$ cat src/rtl/core/imut_pkg.sv
// ============================================================================
// imut_pkg: shared types and constants for the IMU tilt integrator
// Field widths, register indexes, sequencing step codes and the command
// structure that passes from the controller to the datapath.
// ============================================================================
package imut_pkg;

    // Fixed field widths
    localparam int RAW_W       = 16;
    localparam int CORR_W      = RAW_W + 1;
    localparam int PROD_W      = 2 * CORR_W;
    localparam int SQ_SUM_W    = 34;
    localparam int ROOT_W      = SQ_SUM_W / 2;
    localparam int REM_W       = ROOT_W + 1;
    localparam int OUT_ANGLE_W = 40;
    localparam int MAG_W       = 19;
    localparam int CFG_IDX_W   = 3;

    // Default accumulator width
    localparam int ANGLE_BITS_DEF = 40;

    // Magnitude scale: counts to 1/256 m/s^2 as a multiply and a shift
    localparam int SCALE_W     = 11;
    localparam int SCALE_SHIFT = 10;
    localparam logic [SCALE_W-1:0] SCALE_MUL = 11'd1256;
    localparam int SCALED_W    = ROOT_W + SCALE_W;

    // Register indexes
    localparam logic [CFG_IDX_W-1:0] REG_ACCEL_OFFSET_X = 3'd0;
    localparam logic [CFG_IDX_W-1:0] REG_ACCEL_OFFSET_Y = 3'd1;
    localparam logic [CFG_IDX_W-1:0] REG_ACCEL_OFFSET_Z = 3'd2;
    localparam logic [CFG_IDX_W-1:0] REG_GYRO_OFFSET_X  = 3'd3;
    localparam logic [CFG_IDX_W-1:0] REG_GYRO_OFFSET_Z  = 3'd4;

    // Sequencer counts
    localparam int MUL_STEPS  = 5;
    localparam int MAC_STEPS  = MUL_STEPS + 1;
    localparam int SQRT_STEPS = ROOT_W;
    localparam int CNT_W      = $clog2(SQRT_STEPS);

    // Multiply / accumulate step codes
    typedef logic [2:0] step_t;
    localparam step_t STEP_GX = 3'd0;
    localparam step_t STEP_GZ = 3'd1;
    localparam step_t STEP_DX = 3'd2;
    localparam step_t STEP_DY = 3'd3;
    localparam step_t STEP_DZ = 3'd4;

    // Controller states
    typedef enum logic [2:0] {
        ST_IDLE,
        ST_MAC,
        ST_SQ_LOAD,
        ST_SQRT,
        ST_FINISH
    } state_t;

    // Commands from the controller to the datapath
    typedef struct packed {
        logic  load;
        logic  mul_en;
        step_t mul_sel;
        logic  acc_en;
        step_t acc_sel;
        logic  sqrt_load;
        logic  sqrt_step;
        logic  out_load;
    } cmd_t;

endpackage

$ cat src/rtl/core/imu_tilt_integrator.sv
// ============================================================================
// imu_tilt_integrator: gyro tilt integration and accelerometer magnitude
// Removes configured offsets from a raw IMU sample, integrates the X and Z
// gyro rates into saturating angle sums and reports the acceleration
// magnitude.
//
//   channel   direction   handshake                   payload
//   sample    in          sample_valid / sample_stall  accel_x..z, gyro_x/z,
//                                                      elapsed_ms
//   result    out         result_valid / result_stall  tilt_change_x/z,
//                                                      accel_magnitude
//   config    in          cfg_we                       cfg_index, cfg_data
//
// A sample passes from its transfer to a valid result through six
// multiply-accumulate steps on one shared multiplier, one load and 17
// square root iterations, then the output load; the next sample is taken
// in the cycle after that load. A result held by result_stall stays in the
// output register while the next sample is processed; the output load waits
// for it to leave. Reset clears the offsets, angle sums and control state.
// ============================================================================
module imu_tilt_integrator #(
    parameter int ANGLE_BITS = imut_pkg::ANGLE_BITS_DEF
) (
    input  logic                                    clk,
    input  logic                                    rst_n,
    input  logic                                    cfg_we,
    input  logic [imut_pkg::CFG_IDX_W-1:0]          cfg_index,
    input  logic [imut_pkg::RAW_W-1:0]              cfg_data,
    input  logic                                    sample_valid,
    output logic                                    sample_stall,
    input  logic signed [imut_pkg::RAW_W-1:0]       accel_x,
    input  logic signed [imut_pkg::RAW_W-1:0]       accel_y,
    input  logic signed [imut_pkg::RAW_W-1:0]       accel_z,
    input  logic signed [imut_pkg::RAW_W-1:0]       gyro_x,
    input  logic signed [imut_pkg::RAW_W-1:0]       gyro_z,
    input  logic [imut_pkg::RAW_W-1:0]              elapsed_ms,
    output logic                                    result_valid,
    input  logic                                    result_stall,
    output logic signed [imut_pkg::OUT_ANGLE_W-1:0] tilt_change_x,
    output logic signed [imut_pkg::OUT_ANGLE_W-1:0] tilt_change_z,
    output logic [imut_pkg::MAG_W-1:0]              accel_magnitude
);
    import imut_pkg::*;

    cmd_t cmd;

    // Sequencing controller.
    imut_ctrl u_ctrl (
        .clk          (clk),
        .rst_n        (rst_n),
        .sample_valid (sample_valid),
        .sample_stall (sample_stall),
        .result_valid (result_valid),
        .result_stall (result_stall),
        .cmd          (cmd)
    );

    // Arithmetic datapath.
    imut_dp #(
        .ANGLE_BITS (ANGLE_BITS)
    ) u_dp (
        .clk             (clk),
        .rst_n           (rst_n),
        .cfg_we          (cfg_we),
        .cfg_index       (cfg_index),
        .cfg_data        (cfg_data),
        .accel_x         (accel_x),
        .accel_y         (accel_y),
        .accel_z         (accel_z),
        .gyro_x          (gyro_x),
        .gyro_z          (gyro_z),
        .elapsed_ms      (elapsed_ms),
        .cmd             (cmd),
        .tilt_change_x   (tilt_change_x),
        .tilt_change_z   (tilt_change_z),
        .accel_magnitude (accel_magnitude)
    );

    // A sample transfer always starts a busy period.
    a_busy_after_accept: assert property (@(posedge clk) disable iff (!rst_n)
        sample_valid && !sample_stall |=> sample_stall)
        else $error("sample accepted but block not busy");

    // A new result appears only at the end of a busy period.
    a_result_from_work: assert property (@(posedge clk) disable iff (!rst_n)
        $rose(result_valid) |-> $past(sample_stall))
        else $error("result raised without work in progress");

    // Datapath phases never overlap.
    a_phases_exclusive: assert property (@(posedge clk) disable iff (!rst_n)
        $onehot0({cmd.load, cmd.mul_en || cmd.acc_en, cmd.sqrt_load,
                  cmd.sqrt_step, cmd.out_load}))
        else $error("overlapping datapath commands");

    // Loading the output never drops a result that is still held.
    a_no_overwrite: assert property (@(posedge clk) disable iff (!rst_n)
        cmd.out_load |-> !(result_valid && result_stall))
        else $error("output loaded over a held result");

endmodule

$ cat src/rtl/core/imut_ctrl.sv
// ============================================================================
// imut_ctrl: sequencing controller for the IMU tilt integrator
// Walks each sample through the multiply-accumulate steps, the square root
// iterations and the output load, and owns the result valid flag.
// ============================================================================
module imut_ctrl (
    input  logic          clk,
    input  logic          rst_n,
    input  logic          sample_valid,
    output logic          sample_stall,
    output logic          result_valid,
    input  logic          result_stall,
    output imut_pkg::cmd_t cmd
);
    import imut_pkg::*;

    state_t            state_reg, state_next;
    logic [CNT_W-1:0]  cnt_reg, cnt_next;
    logic              out_valid_reg, out_valid_next;
    logic              mac_last, sqrt_last, out_free;

    assign mac_last  = (cnt_reg == CNT_W'(MAC_STEPS - 1));
    assign sqrt_last = (cnt_reg == CNT_W'(SQRT_STEPS - 1));
    assign out_free  = !out_valid_reg || !result_stall;

    // Next state and step counter.
    always_comb
    begin
        state_next = state_reg;
        cnt_next   = '0;
        case (state_reg)
            ST_IDLE:
            begin
                if (sample_valid)
                begin
                    state_next = ST_MAC;
                end
            end
            ST_MAC:
            begin
                if (mac_last)
                begin
                    state_next = ST_SQ_LOAD;
                end
                else
                begin
                    cnt_next = cnt_reg + 1'b1;
                end
            end
            ST_SQ_LOAD:
            begin
                state_next = ST_SQRT;
            end
            ST_SQRT:
            begin
                if (sqrt_last)
                begin
                    state_next = ST_FINISH;
                end
                else
                begin
                    cnt_next = cnt_reg + 1'b1;
                end
            end
            ST_FINISH:
            begin
                if (out_free)
                begin
                    state_next = ST_IDLE;
                end
            end
            default:
            begin
                state_next = ST_IDLE;
            end
        endcase
    end

    // Datapath commands for the current state.
    always_comb
    begin
        cmd = '0;
        case (state_reg)
            ST_IDLE:
            begin
                cmd.load = sample_valid;
            end
            ST_MAC:
            begin
                cmd.mul_en  = (cnt_reg < CNT_W'(MUL_STEPS));
                cmd.mul_sel = step_t'(cnt_reg);
                cmd.acc_en  = (cnt_reg != '0);
                cmd.acc_sel = step_t'(cnt_reg - 1'b1);
            end
            ST_SQ_LOAD:
            begin
                cmd.sqrt_load = 1'b1;
            end
            ST_SQRT:
            begin
                cmd.sqrt_step = 1'b1;
            end
            ST_FINISH:
            begin
                cmd.out_load = out_free;
            end
            default:
            begin
                cmd = '0;
            end
        endcase
    end

    // The result stays valid until its transfer completes.
    always_comb
    begin
        out_valid_next = out_valid_reg && result_stall;
        if (cmd.out_load)
        begin
            out_valid_next = 1'b1;
        end
    end

    always_ff @(posedge clk or negedge rst_n)
    begin
        if (!rst_n)
        begin
            state_reg     <= ST_IDLE;
            cnt_reg       <= '0;
            out_valid_reg <= 1'b0;
        end
        else
        begin
            state_reg     <= state_next;
            cnt_reg       <= cnt_next;
            out_valid_reg <= out_valid_next;
        end
    end

    assign sample_stall = (state_reg != ST_IDLE);
    assign result_valid = out_valid_reg;

endmodule

$ cat src/rtl/core/imut_dp.sv
// ============================================================================
// imut_dp: datapath for the IMU tilt integrator
// Offset registers, one shared 17x17 multiplier with a saturating
// accumulator, a bit-pair square root unit and the output registers.
// ============================================================================
module imut_dp #(
    parameter int ANGLE_BITS = imut_pkg::ANGLE_BITS_DEF
) (
    input  logic                                    clk,
    input  logic                                    rst_n,
    input  logic                                    cfg_we,
    input  logic [imut_pkg::CFG_IDX_W-1:0]          cfg_index,
    input  logic [imut_pkg::RAW_W-1:0]              cfg_data,
    input  logic signed [imut_pkg::RAW_W-1:0]       accel_x,
    input  logic signed [imut_pkg::RAW_W-1:0]       accel_y,
    input  logic signed [imut_pkg::RAW_W-1:0]       accel_z,
    input  logic signed [imut_pkg::RAW_W-1:0]       gyro_x,
    input  logic signed [imut_pkg::RAW_W-1:0]       gyro_z,
    input  logic [imut_pkg::RAW_W-1:0]              elapsed_ms,
    input  imut_pkg::cmd_t                          cmd,
    output logic signed [imut_pkg::OUT_ANGLE_W-1:0] tilt_change_x,
    output logic signed [imut_pkg::OUT_ANGLE_W-1:0] tilt_change_z,
    output logic [imut_pkg::MAG_W-1:0]              accel_magnitude
);
    import imut_pkg::*;

    localparam int SUM_W = ((ANGLE_BITS > PROD_W) ? ANGLE_BITS : PROD_W) + 1;

    // Offset registers
    logic signed [RAW_W-1:0] off_ax_reg, off_ay_reg, off_az_reg, off_gx_reg, off_gz_reg;

    // Corrected sample
    logic signed [CORR_W-1:0] dx_reg, dy_reg, dz_reg, gx_reg, gz_reg;
    logic [RAW_W-1:0]         ms_reg;

    // Multiply-accumulate
    logic signed [CORR_W-1:0]     mul_a, mul_b;
    logic signed [PROD_W-1:0]     prod_reg;
    logic signed [ANGLE_BITS-1:0] angle_x_reg, angle_z_reg, acc_in;
    logic signed [SUM_W-1:0]      sum, sum_hi, sum_lo;
    logic signed [ANGLE_BITS-1:0] sat_sum;
    logic [SQ_SUM_W-1:0]          sq_sum_reg;

    // Square root
    logic [SQ_SUM_W-1:0] rad_reg;
    logic [REM_W-1:0]    rem_reg;
    logic [ROOT_W-1:0]   root_reg;
    logic [REM_W+1:0]    rem_trial, root_trial;
    logic                trial_ok;

    // Output
    logic [SCALED_W-1:0]           scaled;
    logic signed [OUT_ANGLE_W-1:0] tilt_x_reg, tilt_z_reg;
    logic [MAG_W-1:0]              mag_reg;

    // Configuration writes; indexes beyond the list are ignored.
    always_ff @(posedge clk or negedge rst_n)
    begin
        if (!rst_n)
        begin
            off_ax_reg <= '0;
            off_ay_reg <= '0;
            off_az_reg <= '0;
            off_gx_reg <= '0;
            off_gz_reg <= '0;
        end
        else if (cfg_we)
        begin
            case (cfg_index)
                REG_ACCEL_OFFSET_X: off_ax_reg <= signed'(cfg_data);
                REG_ACCEL_OFFSET_Y: off_ay_reg <= signed'(cfg_data);
                REG_ACCEL_OFFSET_Z: off_az_reg <= signed'(cfg_data);
                REG_GYRO_OFFSET_X:  off_gx_reg <= signed'(cfg_data);
                REG_GYRO_OFFSET_Z:  off_gz_reg <= signed'(cfg_data);
                default:            ;
            endcase
        end
    end

    // Capture the sample with the offsets removed at 17 bits.
    always_ff @(posedge clk)
    begin
        if (cmd.load)
        begin
            dx_reg <= CORR_W'(accel_x) - CORR_W'(off_ax_reg);
            dy_reg <= CORR_W'(accel_y) - CORR_W'(off_ay_reg);
            dz_reg <= CORR_W'(accel_z) - CORR_W'(off_az_reg);
            gx_reg <= CORR_W'(gyro_x) - CORR_W'(off_gx_reg);
            gz_reg <= CORR_W'(gyro_z) - CORR_W'(off_gz_reg);
            ms_reg <= elapsed_ms;
        end
    end

    // Operand select for the shared multiplier.
    always_comb
    begin
        case (cmd.mul_sel)
            STEP_GX:
            begin
                mul_a = gx_reg;
                mul_b = signed'({1'b0, ms_reg});
            end
            STEP_GZ:
            begin
                mul_a = gz_reg;
                mul_b = signed'({1'b0, ms_reg});
            end
            STEP_DX:
            begin
                mul_a = dx_reg;
                mul_b = dx_reg;
            end
            STEP_DY:
            begin
                mul_a = dy_reg;
                mul_b = dy_reg;
            end
            STEP_DZ:
            begin
                mul_a = dz_reg;
                mul_b = dz_reg;
            end
            default:
            begin
                mul_a = '0;
                mul_b = '0;
            end
        endcase
    end

    always_ff @(posedge clk)
    begin
        if (cmd.mul_en)
        begin
            prod_reg <= PROD_W'(mul_a) * PROD_W'(mul_b);
        end
    end

    // Saturating add of the last product into the selected angle.
    assign acc_in  = (cmd.acc_sel == STEP_GX) ? angle_x_reg : angle_z_reg;
    assign sum     = SUM_W'(acc_in) + SUM_W'(prod_reg);
    assign sum_hi  = SUM_W'(signed'({1'b0, {(ANGLE_BITS - 1){1'b1}}}));
    assign sum_lo  = ~sum_hi;

    always_comb
    begin
        if (sum > sum_hi)
        begin
            sat_sum = sum_hi[ANGLE_BITS-1:0];
        end
        else if (sum < sum_lo)
        begin
            sat_sum = sum_lo[ANGLE_BITS-1:0];
        end
        else
        begin
            sat_sum = sum[ANGLE_BITS-1:0];
        end
    end

    always_ff @(posedge clk or negedge rst_n)
    begin
        if (!rst_n)
        begin
            angle_x_reg <= '0;
            angle_z_reg <= '0;
        end
        else if (cmd.acc_en)
        begin
            if (cmd.acc_sel == STEP_GX)
            begin
                angle_x_reg <= sat_sum;
            end
            else if (cmd.acc_sel == STEP_GZ)
            begin
                angle_z_reg <= sat_sum;
            end
        end
    end

    // Sum of squares; each square is non-negative and below 2^32.
    always_ff @(posedge clk)
    begin
        if (cmd.load)
        begin
            sq_sum_reg <= '0;
        end
        else if (cmd.acc_en && (cmd.acc_sel != STEP_GX) && (cmd.acc_sel != STEP_GZ))
        begin
            sq_sum_reg <= sq_sum_reg + SQ_SUM_W'(prod_reg[PROD_W-3:0]);
        end
    end

    // Restoring square root, one result bit per step.
    assign rem_trial  = {rem_reg, rad_reg[SQ_SUM_W-1 -: 2]};
    assign root_trial = {1'b0, root_reg, 2'b01};
    assign trial_ok   = (rem_trial >= root_trial);

    always_ff @(posedge clk)
    begin
        if (cmd.sqrt_load)
        begin
            rad_reg  <= sq_sum_reg;
            rem_reg  <= '0;
            root_reg <= '0;
        end
        else if (cmd.sqrt_step)
        begin
            rad_reg  <= {rad_reg[SQ_SUM_W-3:0], 2'b00};
            rem_reg  <= trial_ok ? REM_W'(rem_trial - root_trial) : REM_W'(rem_trial);
            root_reg <= {root_reg[ROOT_W-2:0], trial_ok};
        end
    end

    // Scale the root and load the result registers.
    assign scaled = SCALED_W'(root_reg) * SCALED_W'(SCALE_MUL);

    always_ff @(posedge clk)
    begin
        if (cmd.out_load)
        begin
            tilt_x_reg <= OUT_ANGLE_W'(angle_x_reg);
            tilt_z_reg <= OUT_ANGLE_W'(angle_z_reg);
            mag_reg    <= MAG_W'(scaled[SCALED_W-1:SCALE_SHIFT]);
        end
    end

    assign tilt_change_x   = tilt_x_reg;
    assign tilt_change_z   = tilt_z_reg;
    assign accel_magnitude = mag_reg;

endmodule

$ cat config.mk
export PLATFORM = sky130hd
export DESIGN_NAME = imu_tilt_integrator
export DESIGN_NICKNAME = d
export VERILOG_FILES = /design/src/rtl/core/imut_pkg.sv /design/src/rtl/core/imu_tilt_integrator.sv /design/src/rtl/core/imut_ctrl.sv /design/src/rtl/core/imut_dp.sv
export SDC_FILE = /design/constraint.sdc
export NUM_CORES = 2
export LEC_CHECK = 0
export BUFFER_PORTS_ARGS = -buffer_cell sky130_fd_sc_hd__buf_2
export CORE_MARGIN = 2
export CORE_UTILIZATION = 55
export DETAILED_ROUTE_END_ITERATION = 10
export GPL_ROUTABILITY_DRIVEN = 0
export PLACE_DENSITY = 0.74
export SLEW_MARGIN = 5
export SYNTH_ARGS = -nofsm -noshare
export SYNTH_HDL_FRONTEND = slang
export SYNTH_SLANG_ARGS = --single-unit
$ cat constraint.sdc
create_clock -name clk -period 8.7 [get_ports clk]
set_input_delay 0.435 -clock clk [delete_from_list [all_inputs] [get_ports clk]]
set_output_delay 0.435 -clock clk [all_outputs]
set_load 0.01 [all_outputs]
# After elaboration in Yosys (flattened, before gate mapping)
# Cells that the tools add are included.
# word_totals
regBits,505
out_inout_bits,101
input_bits,120
# op_classes
n_addsub,10
magnitude_cmp,4
n_reduce_logical,23
bitwise,1
mul,2
eq_ne,20
n_mux,22
# op_table
cell,count
40-bit two-way mux,3
17-bit case mux with 5 select lines,1
16-bit by 16-bit subtractor with 17-bit output,5
34-bit two-way mux,2
17-bit case mux with 4 select lines,1
40-bit by 34-bit adder with 41-bit output,1
"41-bit by 40-bit greater-than comparator with 1-bit output, second input constant",1
"41-bit by 40-bit less-than comparator with 1-bit output, second input constant",1
34-bit by 32-bit adder with 34-bit output,1
17-bit by 17-bit multiplier with 34-bit output,1
"17-bit by 8-bit multiplier with 25-bit output, second input constant",1
20-bit by 19-bit >= comparator with 1-bit output,1
"3-bit by 2-bit equality test with 1-bit output, second input constant",6
18-bit two-way mux,1
18-bit subtractor,1
3-bit case mux with 5 select lines,1
"3-bit by 1-bit equality test with 1-bit output, second input constant",4
3-bit logical NOT,4
3-bit two-way mux,4
2-bit AND reduction,6
5-bit two-way mux,2
5-bit case mux with 2 select lines,1
"3-bit equality test, second input constant",3
8-bit two-way mux,1
19 further kinds,29

# Longest topological paths before layout
# logic_depth
word_depth,8
mapped_depth,33

# By module
# From an unflattened synthesis, not the netlist that was laid out.
# hier_totals
cells_unflattened,4021
hier_area_um2,40321.2
# modules_own_cells
module,cells_each,seq_area_each_um2,n_inst,area_per_inst_um2
imut_dp,3951,13402.9,1,39716.8
imut_ctrl,70,225.2,1,604.3

# Worst setup path after synthesis
# Ideal clock, no wire load.
# synth_timing
path_kind,register to register
startpoint,register u_ctrl.state_reg[0]
endpoint,"register u_dp.prod_reg[32], data pin"
t_required_ns,8.442
t_arrival_ns,7.721
path_buffers,3
path_stages_with_launch,29
slack_ns,0.722
path_cell_list,dfrtp_1 -> clkbuf_1 -> and2_1 -> o21ai_1 -> and2_1 -> clkbuf_1 -> clkbuf_1 -> a221oi_1 -> nor2_1 -> fa_1 -> inv_1 -> fa_1 -> fa_1 -> fa_1 -> inv_1 -> fa_1 -> inv_1 -> fa_1 -> inv_1 -> ha_1 -> a21oi_1 -> o21ai_0 -> o21a_1 -> a41o_1 -> a211o_1 -> a2111oi_0 -> o41ai_1 -> a21oi_1 -> xnor2_1
# synth_between
elab_chain_cells,6
# synth_rtl
element,line,text
"start, declared",imut_ctrl.sv:17,"state_t state_reg, state_next;"
"start signal, assigned",imut_ctrl.sv:134,state_reg <= state_next;
3-bit by 1-bit equality test with 1-bit output (*),imut_ctrl.sv:83,case (state_reg)
8-bit two-way mux (*),imut_ctrl.sv:83,
3-bit by 1-bit equality test with 1-bit output / 3-bit logical NOT (equally long branches),imut_dp.sv:97,case (cmd.mul_sel)
2-bit OR reduction (no line),--,
17-bit case mux with 4 select lines,imut_dp.sv:97,
17-bit by 17-bit multiplier with 34-bit output (*),imut_dp.sv:135,prod_reg <= PROD_W'(mul_a) * PROD_W'(mul_b);
"end signal, assigned",imut_dp.sv:135,
"end, declared",imut_dp.sv:38,logic signed [PROD_W-1:0] prod_reg;
# Every way passes the cells marked *; elsewhere a longest branch is shown, timed or not.
# A chain may end at the register's enable or synchronous reset.

# Worst setup path after layout
# layout_timing
startpoint,register u_ctrl.state_reg[1]
endpoint,"register u_dp.prod_reg[26], data pin"
# The elaborated chain is that of the path after synthesis.

==> reports/qor.csv <==
metric,value,unit
CTS buffer count,56,
CP startpoint,u_ctrl.state_reg[1],
clk root buf,clkbuf_16,
simple-gate share of the synthesized area,11.89,%
starting density of the core,55.76,%
GRT overflow,0,
Max clock buf depth,3,
hold crit path type,input pin to register,
FF-to-FF path depth,30,
Synth Area in Compound Gates,12.47,%
num rows,97,
Worst EP required,9.09,ns
Relative slew margins,24.23,%
hold slack,0.03026,ns
grt met3 use,4.538,%
clock sink count,505,
Worst-Skew Late Latency,0.65,ns
worst-margin pin slew,1.131,ns
Total Nets Final,4962,
Final WS setup,0.5430,ns
Pre-antenna DRT Iters,5,
Worst-path clk slew,0.06,ns
Final Cycle Share,93.76,%
XOR/XNOR Fraction of Synth Area,3.860,%
Worst R2R End,u_dp.prod_reg[26],
synthesized area per cell,9.922,um2
Synth Area in Adders,27.76,%
CP Data Arrival Time,8.55,ns
die span in x,271.2,um
share of cells above drive strength 1,12.23,%
"leading cell types in the layout, fill and taps excluded","523 x inv_1, 418 x nand2_1, 360 x nor2_1",
Synth Register Bits,505,
gr busiest metal,met2,
area growth from synthesis to layout,11.12,%
Post-synth EDFFs,267,
CP Launch Type,register,
"Async S/R FF share, synth",33.47,%
"Seq/Total Area, Yosys",34.72,%
io pins,221,
CP endpoint kind,register,
Pins Over Slew Limit,0,
"commonest non-fill, non-tap cell in the layout",inv_1,
final core utilization,61.97,%
unrepaired setup endpoints after global routing,false,
met1 Use GR,33.02,%
Mapped Area,39250,um2
initial antenna violation count,0,
Critical path destination,u_dp.prod_reg[26],
maxcap violations,0,
Worst Clk Skew,0.08360,ns
# diodes,0,
via count of the routed design,28576,
mux share of post-synthesis cell area,3.124,%
postcts setup bufs,0,
total track usage,25.24,%
peak fanout along the critical path,17,
combinational family with the most area after synthesis,adder cells,
outcome,"finished, final reports clean",
Yosys warning count,0,
Vias per Instance,5.532,
min cycle time layout,8.157,ns
die height,271.2,um
distinct cell type count after synthesis,80,
DR WL/cell,17.66,um
DP HPWL,70900,um
vias in the first global route,28737,
Max stage delay on crit path,0.61,ns
Final setup viols,0,
synthesized instance count,3956,
R2R setup slack,0.54,ns
core area,70390,um2
"Slowest-stage cell, CP",a2111oi_0,
kind of critical path,register to register,
Synth Flop Type,edfxtp_1,
grt met2 use,42.36,%
antenna-violating nets left,0,
reg2reg start,u_ctrl.state_reg[1],
pre-CTS WS,0.3430,ns
DR iter-0 viols,1924,
timing-limited maximum frequency,122.6,MHz
first-pass GRT wire length,149100,um
largest net degree at the start of global routing,99,
fill cell count,5814,
H-tree lvl count,2,
most frequent cell on the critical path,fa_1,
Setup TNS,0,ns
DRC viols,0,
Final Hold Fails,0,
die area,73520,um2
port bufs,219,
CTS tree,done,
Post-Route WL,91220,um
-- critical path, delay by kind of cell (launching register included) --
family                   cells  cell delay, ns
flip-flops                   1            0.44
AND/OR/NAND/NOR              6            0.84
adder cells (fa/ha/maj)      7            3.23
AO/OA/AOI/OAI               10            2.64
buffers and inverters        6            0.66
XOR/XNOR                     1            0.07
-- worst min-delay path by stage --
stage                     start                 to  slack [ns]  cells after the start
2_1_floorplan             rst_n  u_ctrl.cnt_reg[0]        0.14                      0
6_report         elapsed_ms[13]    u_dp.ms_reg[13]        0.03                      1
3_3_place_gp   u_dp.rem_reg[16]   u_dp.rem_reg[16]        0.45                      2
4_1_cts           elapsed_ms[9]     u_dp.ms_reg[9]        0.01                      1
3_5_place_dp   u_dp.rem_reg[16]   u_dp.rem_reg[16]        0.45                      2
5_1_grt           elapsed_ms[9]     u_dp.ms_reg[9]        0.02                      1
-- timing repair --
item / 4_1_cts / 5_1_grt
endpoints found under the setup margin: 0 / 4
endpoints found under the hold margin: 71 / 0
resized for setup: 0 / 8
hold buffers: 3 / 0
-- synth_stat cells, drive strengths merged, types with 18 or more instances --
library cell    n  area, um2
a21o           59      442.9
fa            345       6907
a211oi         23      172.7
inv           524       1967
nor3           41      205.2
nand3          67      335.3
edfxtp        267       8018
or2            18      112.6
o21ai         264       1321
nand2         418       1569
mux2          102       1152
nor2b          32      200.2
o21bai         19      142.6
a21oi         220       1109
a221oi         18      157.7
xor2           49      429.2
a22oi          20      155.1
and2           18      112.6
ha            319       3991
o21a           26      195.2
dfrtp         169       4229
or3            19      118.9
clkbuf         99      371.6
dfxtp          69       1381
nand2b         37      231.5
xnor2         124       1086
nor2          361       1355
a21boi         21      157.7
and3           24      150.1
-- kinds of logic after synthesis --
| logic type | count (synthesis) |
|---|---|
| AOI/OAI and AO/OA | 794 |
| xor gates and xnor gates | 173 |
| muxes | 109 |
| DFF | 505 |
| other | 1 |
| buffers and inverters | 639 |
| adders and majority gates | 664 |
| and+or+nand+nor | 1071 |
-- per-stage QoR --
stage | area, um2 | instances
2_1_floorplan | 39260 | 3957
3_3_place_gp | 41610 | 5057
3_5_place_dp | 41610 | 5057
4_1_cts | 43600 | 5166
5_1_grt | 43620 | 5166
6_report | 43620 | 5166
-- layout make-up --
class / count / area (um2) / area share, %
well taps: 940 / 1176 / 2.696
clock inverters: 28 / 319.1 / 0.7315
multi-input cells: 2813 / 23340 / 53.51
flip-flops and latches: 505 / 13630 / 31.24
inverters: 525 / 1973 / 4.524
repair buffers: 277 / 1548 / 3.548
clock buffers: 78 / 1637 / 3.752
-- layer usage --
metal,vias up,share of wire (%)
met2,803,47
met5,-,0
met1,13762,43
met3,203,6.1
met4,0,3.7
li1,13808,-
Power is not shown: default switching activity piles up to over one toggle a cycle in this logic, so the estimate is an artifact.
